`config.mk`:
```
export PLATFORM = sky130hd
export DESIGN_NAME = spi_div
export DESIGN_NICKNAME = d
export VERILOG_FILES = /design/src/design/spi_pkg.sv /design/src/design/spi_div.sv
export SDC_FILE = /design/constraint.sdc
export NUM_CORES = 2
export LEC_CHECK = 0
export BUFFER_PORTS_ARGS = -buffer_cell sky130_fd_sc_hd__buf_2
export CAP_MARGIN = 20
export CELL_PAD_IN_SITES_DETAIL_PLACEMENT = 1
export CELL_PAD_IN_SITES_GLOBAL_PLACEMENT = 1
export CORE_ASPECT_RATIO = 2
export CORE_MARGIN = 2
export CORE_UTILIZATION = 50
export DETAILED_ROUTE_END_ITERATION = 6
export PLACE_DENSITY_LB_ADDON = 0.2
export SETUP_SLACK_MARGIN = 0.15
export SYNTH_ARGS = -nofsm -noshare
export SYNTH_HDL_FRONTEND = slang
export SYNTH_SLANG_ARGS = --single-unit
```
`constraint.sdc`:
```
create_clock -name i_clk -period 5.6 [get_ports i_clk]
set_clock_uncertainty 0.1 [all_clocks]
set_input_delay 0 -clock i_clk [delete_from_list [all_inputs] [get_ports i_clk]]
set_output_delay 0 -clock i_clk [all_outputs]
set_load 0.01 [all_outputs]
```
`src/design/spi_pkg.sv`:
```
// ----------------------------------------------------------------------------
// spi_pkg: shared types and constants for the segment pair intersection unit
// Beat layouts for both channels, lane control bundle, saturation limits.
// ----------------------------------------------------------------------------
package spi_pkg;

    localparam int FIELD_W  = 16;
    localparam int RESULT_W = 32;

    // one input beat: two segments, start and stop points
    typedef struct packed {
        logic signed [FIELD_W-1:0] first_start_x;
        logic signed [FIELD_W-1:0] first_start_y;
        logic signed [FIELD_W-1:0] first_stop_x;
        logic signed [FIELD_W-1:0] first_stop_y;
        logic signed [FIELD_W-1:0] second_start_x;
        logic signed [FIELD_W-1:0] second_start_y;
        logic signed [FIELD_W-1:0] second_stop_x;
        logic signed [FIELD_W-1:0] second_stop_y;
    } t_seg_pair;

    // one output beat
    typedef struct packed {
        logic                       hit;
        logic signed [RESULT_W-1:0] cross_x;
        logic signed [RESULT_W-1:0] cross_y;
    } t_result;

    // control that travels beside one divider lane
    typedef struct packed {
        logic valid;
        logic hit;
        logic neg;
    } t_lane_ctl;

    localparam logic [RESULT_W-1:0] SAT_POS = {1'b0, {(RESULT_W-1){1'b1}}};
    localparam logic [RESULT_W-1:0] SAT_NEG = {1'b1, {(RESULT_W-1){1'b0}}};

endpackage

```
`src/design/spi_div.sv`:
```
// ----------------------------------------------------------------------------
// spi_div: pipelined restoring divider
// One quotient bit per stage; the dividend is the numerator magnitude scaled
// by the fraction bits, the divisor is the positive determinant.
// ----------------------------------------------------------------------------
module spi_div #(
    parameter int COORD_BITS = 16,
    parameter int FRAC_BITS  = 16
) (
    input  logic                                i_clk,
    input  logic                                i_rst_n,
    input  logic                                i_en,
    input  spi_pkg::t_lane_ctl                  i_ctl,
    input  logic [3*COORD_BITS+1:0]             i_mag,
    input  logic [2*COORD_BITS:0]               i_den,
    output spi_pkg::t_lane_ctl                  o_ctl,
    output logic [COORD_BITS+FRAC_BITS-1:0]     o_quo
);
    import spi_pkg::*;

    localparam int C   = COORD_BITS;
    localparam int QB  = COORD_BITS + FRAC_BITS;
    localparam int RW  = 2 * C + 2;
    localparam int DNW = 2 * C + 1;

    t_lane_ctl        r_ctl [QB+1];
    logic [RW-1:0]    r_rem [QB+1];
    logic [QB-1:0]    r_quo [QB+1];
    logic [C-1:0]     r_mag [QB+1];
    logic [DNW-1:0]   r_den [QB+1];

    // control shift with the data
    always_ff @(posedge i_clk) begin
        if (!i_rst_n) begin
            for (int k = 0; k <= QB; k++) begin
                r_ctl[k] <= '0;
            end
        end else if (i_en) begin
            r_ctl[0] <= i_ctl;
            for (int k = 1; k <= QB; k++) begin
                r_ctl[k] <= r_ctl[k-1];
            end
        end
    end

    // entry stage: upper dividend bits seed the remainder
    always_ff @(posedge i_clk) begin
        if (i_en) begin
            r_rem[0] <= RW'(i_mag >> C);
            r_quo[0] <= '0;
            r_mag[0] <= i_mag[C-1:0];
            r_den[0] <= i_den;
        end
    end

    // one quotient bit per stage
    generate
        for (genvar k = 1; k <= QB; k++) begin : g_step
            localparam int BI = QB - k;
            logic          w_nb;
            logic [RW-1:0] w_t;
            logic          w_ge;

            if (BI >= FRAC_BITS) begin : g_bit
                assign w_nb = r_mag[k-1][BI-FRAC_BITS];
            end else begin : g_zero
                assign w_nb = 1'b0;
            end

            assign w_t  = {r_rem[k-1][RW-2:0], w_nb};
            assign w_ge = w_t >= {1'b0, r_den[k-1]};

            always_ff @(posedge i_clk) begin
                if (i_en) begin
                    r_rem[k] <= w_ge ? w_t - {1'b0, r_den[k-1]} : w_t;
                    r_quo[k] <= {r_quo[k-1][QB-2:0], w_ge};
                    r_mag[k] <= r_mag[k-1];
                    r_den[k] <= r_den[k-1];
                end
            end
        end
    endgenerate

    assign o_ctl = r_ctl[QB];
    assign o_quo = r_quo[QB];

`ifndef NO_ASSERTIONS
    // final remainder of a hit is below the divisor
    a_rem_bound: assert property (@(posedge i_clk) disable iff (!i_rst_n)
        (r_ctl[QB].valid && r_ctl[QB].hit) |-> (r_rem[QB] < {1'b0, r_den[QB]}))
        else $error("divider remainder out of range");
`endif

endmodule

```
Word level (Yosys, flattened, before mapping):

Memory sizes are Yosys's and may differ from the RTL's.
Index checks and enable logic that the tools add are counted.

* bitwise gates (word level): 33
* order comparisons: 32
* add/subtract/negate cells: 32
* muxes and demuxes: 70

Operators with widths (count)
* 34-bit by 33-bit >= comparator with 1-bit output: 32
* 34-bit 2-to-1 mux: 32
* 34-bit by 33-bit subtractor with 34-bit output: 32
* 3-bit 2-to-1 mux: 33
* 1-bit OR: 33
* 1-bit 2-to-1 mux: 5

* memories kept: 5
* RAM bits: 3894
* bits of input ports: 89
* output and inout port bits: 35
* flip-flop bits (word level): 0
* logic and storage cells: 172

Memories
* r_rem: depth 33, bits a word 34, rd ports 32, clocked after Yosys merged registers in 0, wr ports 33, RTL line spi_div.sv:27 `logic [RW-1:0] r_rem [QB+1];`
* r_den: depth 33, bits a word 33, rd ports 32, clocked after Yosys merged registers in 0, wr ports 33, RTL line spi_div.sv:30 `logic [DNW-1:0] r_den [QB+1];`
* r_quo: depth 33, bits a word 32, rd ports 33, clocked after Yosys merged registers in 0, wr ports 33, RTL line spi_div.sv:28 `logic [QB-1:0] r_quo [QB+1];`
* r_mag: depth 33, bits a word 16, rd ports 32, clocked after Yosys merged registers in 0, wr ports 33, RTL line spi_div.sv:29 `logic [C-1:0] r_mag [QB+1];`
* r_ctl: depth 33, bits a word 3, rd ports 33, clocked after Yosys merged registers in 0, wr ports 33, RTL line spi_div.sv:26 `t_lane_ctl r_ctl [QB+1];`

Depth between registers and ports, before layout:

* depth after elaboration: 4
* depth in mapped cells: 17
* depth with buffers taken out: 15

Least setup slack after synthesis:

Ideal clock, no wire load.

* path type: reg-to-reg
* from: mem r_mag[0][240] in the netlist's numbering
* to: mem r_rem[0][572] in the netlist's numbering, data pin
* library setup time: 0.260 ns
* path buffers: 1
* period minus slack after synthesis: 3.980 ns
* stages on the path, launching flop included: 16
* arrival: 3.620 ns
* data required time: 5.240 ns
* slack: 1.620 ns
* cell sequence: edfxtp_1 > inv_1 > ha_1 > inv_1 > fa_1 > a21o_1 > a221o_1 > a2111oi_4 > o31ai_2 > a2111oi_4 > nor2_2 > a31oi_4 > nand4_1 > o311ai_2 > buf_6 > mux2_2

RTL lines (RTL line)
* start: declaration: spi_div.sv:29
* end: declaration: spi_div.sv:27

==> impl_metrics.ini <==
[die]
num_rows = 288
dieHeight_um = 791
fp.dieW_um = 397
io_pins = 124
die_area_um2 = 314000
initial_core_util_pct = 50.3
core_region_area_um2 = 308000

[critical_path]
r2r_slack_ps = 210
required_ps = 6140
cp.arrival_ps = 5930
critPathSlowestCell = a211oi_1
path_max_fanout = 5
setup.worst_path.end_class = flip-flop
startpoint_type = flip-flop
reg2reg_from = r_den[0][640]
cp_slowest_stage_delay_ps = 1030
worstPathCellList = inv_1 > ha_1 > and3_1 > nand4_1 > or2_2 > a211oi_1 > buf_4 > o21ai_0 > a211oi_1 > nor2b_1 > o31ai_1 > xor2_1 > mux2_2
r2r-end = r_rem[0][712]
endpoint = r_rem[0][712]
reg2reg_depth = 13
path_common_cell = a211oi_1
timing_worst_setup_path_type = reg2reg
timing.critical_path.from = r_den[0][640]

[logic_synthesis]
synth_top_cell_by_area = edfxtp_1
synth.distinct_cells = 88
ys_top_cells_by_count = edfxtp_1, inv_1, ha_1
avgSynthCellArea_um2 = 11.7
yosysMostFrequentCell = edfxtp_1
synthesis.instances = 13201
syn_nets = 14376
synth_edf_count = 2875
syn_area_um2 = 155000
synth_top_area_share_pct = 55.8
synth-seq-cells = 2875
synth.area.top_cells = edfxtp_1, ha_1, a21oi_1, inv_1, mux2_2
synth-warning-count = 0
synthArstFlopShare_pct = 0
ys.flop_type = edfxtp_1
seq_area_frac_synth_pct = 55.8

[timing]
slew_viol_final = 0
tightest_slew_ps = 1320
fmax_mhz = 186
slew_headroom_pct = 11.2
setup_viol = 0
hold_viol_final = 0
final.period_utilization_pct = 96.2
tns_ps = 0
grt_setup_unrepaired = false
min_period_ps = 5390

[clocking]
clockBufferDepth = 4
clk_latency_ps = 930
clk_pin_slew_ps = 70
clkSinkCount = 2875
cts_buffers = 282
cts-root-buf = clkbuf_16
htree_levels = 5
cts_tree = yes

[power_and_ir_drop]
comb_power_share_pct = 48.6
sequentialPowerShare_pct = 33.1
p_leak_nw = 70.4
sw_frac_of_total_pct = 40.6
powerDensity_nw_per_um2 = 618
p_int_mw = 63.2
power_switching_mw = 43.2
vdd_drop_max_v = 0.000314
clkPwrFrac_pct = 18.3

[final_layout]
drive_gt1_share_pct = 9.11
area_delta_synth_final_pct = 11.3
nets = 14826
fin_util_pct = 55.9
fillers = 31408

[global_route]
grt_max_degree = 202
overflow = 0
antenna_found_initial = 17
grt_pass1_wl_mm = 712
grt_pass1_vias = 120480
grt_usage_pct = 30.3

[min_path]
hold_class = in2reg

[drt]
dr.first_iter.drc_count = 4553
routed_wl_mm = 483
vias_per_cell = 5.98
antenna_left = 0
via_count = 107300
routedWlPerCell_um = 26.9
drc_errors = 0
drt-pass1-iter-count = 7

[run_status]
outcome = finished, final reports clean

[run]
cap_violations = 0

[place]
gp_congestion = 0.993
post-dp-hpwl_mm = 378
numPortBuffers = 122
## area by class of cell
type                            instances  area, µm²  area share [%]
Antenna cell                           24       60.1          0.0349
Clock buffer                          328       7380            4.29
Clock inverter                        166       1730            1.00
Inverter                             1358       5100            2.96
Multi-Input combinational cell       8648      62200            36.2
Sequential cell                      2875      86300            50.2
Tap cell                             4060       5080            2.95
Timing Repair Buffer                  486       4210            2.44
## flip-flops by register name, summed over array words and instances (netlist names)
register / cells
r_den: 1056
r_ctl: 99
r_mag: 136
r_quo: 528
r_rem: 1056
## cell families after synthesis
| family | share of synthesized area (%) |
|---|---|
| flip-flops | 55.8 |
| multiplexers | 3.46 |
| buffers and inverters | 4.12 |
| AND/OR/NAND/NOR | 8.51 |
| XOR/XNOR | 4.81 |
| AO/OA/AOI/OAI | 14.4 |
| adder cells (fa/ha/maj) | 8.93 |
## worst min path at each step
| stage | startpoint | end | slack, ps | depth (start not counted) |
|---|---|---|---|---|
| final | i_en | r_rem[0][644] | 130 | 2 |
| after global routing | i_en | r_rem[0][644] | 100 | 2 |
| after CTS | i_en | r_rem[0][644] | 100 | 2 |
| after detailed placement | i_den[8] | r_den[0][8] | 80 | 1 |
| after global placement | i_den[27] | r_den[0][27] | 80 | 1 |
| after floorplan | i_den[0] | r_den[0][0] | -1 | 0 |
## placed cells by master (no fill, tap or decap), types with 206 or more instances in the layout
cell	n
nand2_1	788
edfxtp_1	2875
o21ai_0	756
mux2_2	421
clkbuf_16	289
nor2_1	711
xnor2_1	516
a21o_1	593
ha_1	1055
and3_1	206
xor2_1	333
inv_1	1354
a21oi_1	1047
## through the flow
stage               total power [mW]  cells  cell area, µm²  setup slack (ps)  hold slack (ps)
finish                           106  17945          172000               211              134
global route                     112  17935          172000               166             95.8
detailed placement              86.3  17249          161000               350             78.7
global placement                83.9  17247          161000               457             76.2
floorplan                       68.4  13201          155000              1620            -1.13
CTS                              106  17919          172000               369             98.4
## power groups by stage
stage | combinational (mW) | clock [mW] | sequential [mW]
after global routing | 55.8 | 20.5 | 35.5
after global placement | 48.7 | 0 | 35.2
after detailed placement | 50.8 | 0 | 35.5
after floorplan | 34.9 | 0 | 33.6
final | 51.7 | 19.5 | 35.2
after CTS | 51.4 | 19.9 | 35.1
## metal layers
metal / vias up / wire [µm] / track usage [%]
li1: 49472 / - / -
met1: 53360 / 124000 / 20.5
met2: 2530 / 283000 / 63.0
met3: 1928 / 13800 / 3.97
met4: 10 / 62000 / 32.4
met5: - / 69 / 0
## worst max-delay path, delay by kind of cell, from the launching register on
family | cells | cell delay, ps
multiplexers | 1 | 280
AND/OR/NAND/NOR | 4 | 1290
XOR/XNOR | 1 | 120
AO/OA/AOI/OAI | 4 | 2260
buffers and inverters | 2 | 350
adder cells (fa/ha/maj) | 1 | 350
flip-flops | 1 | 400
## timing repair
action,in CTS,in global routing
buffers inserted,0,0
endpoints found under the hold margin,1055,0
hold buffers,176,0
endpoints found under the setup margin,0,9
resized for setup,0,1
No activity file was read; power rests on OpenSTA's default activity.
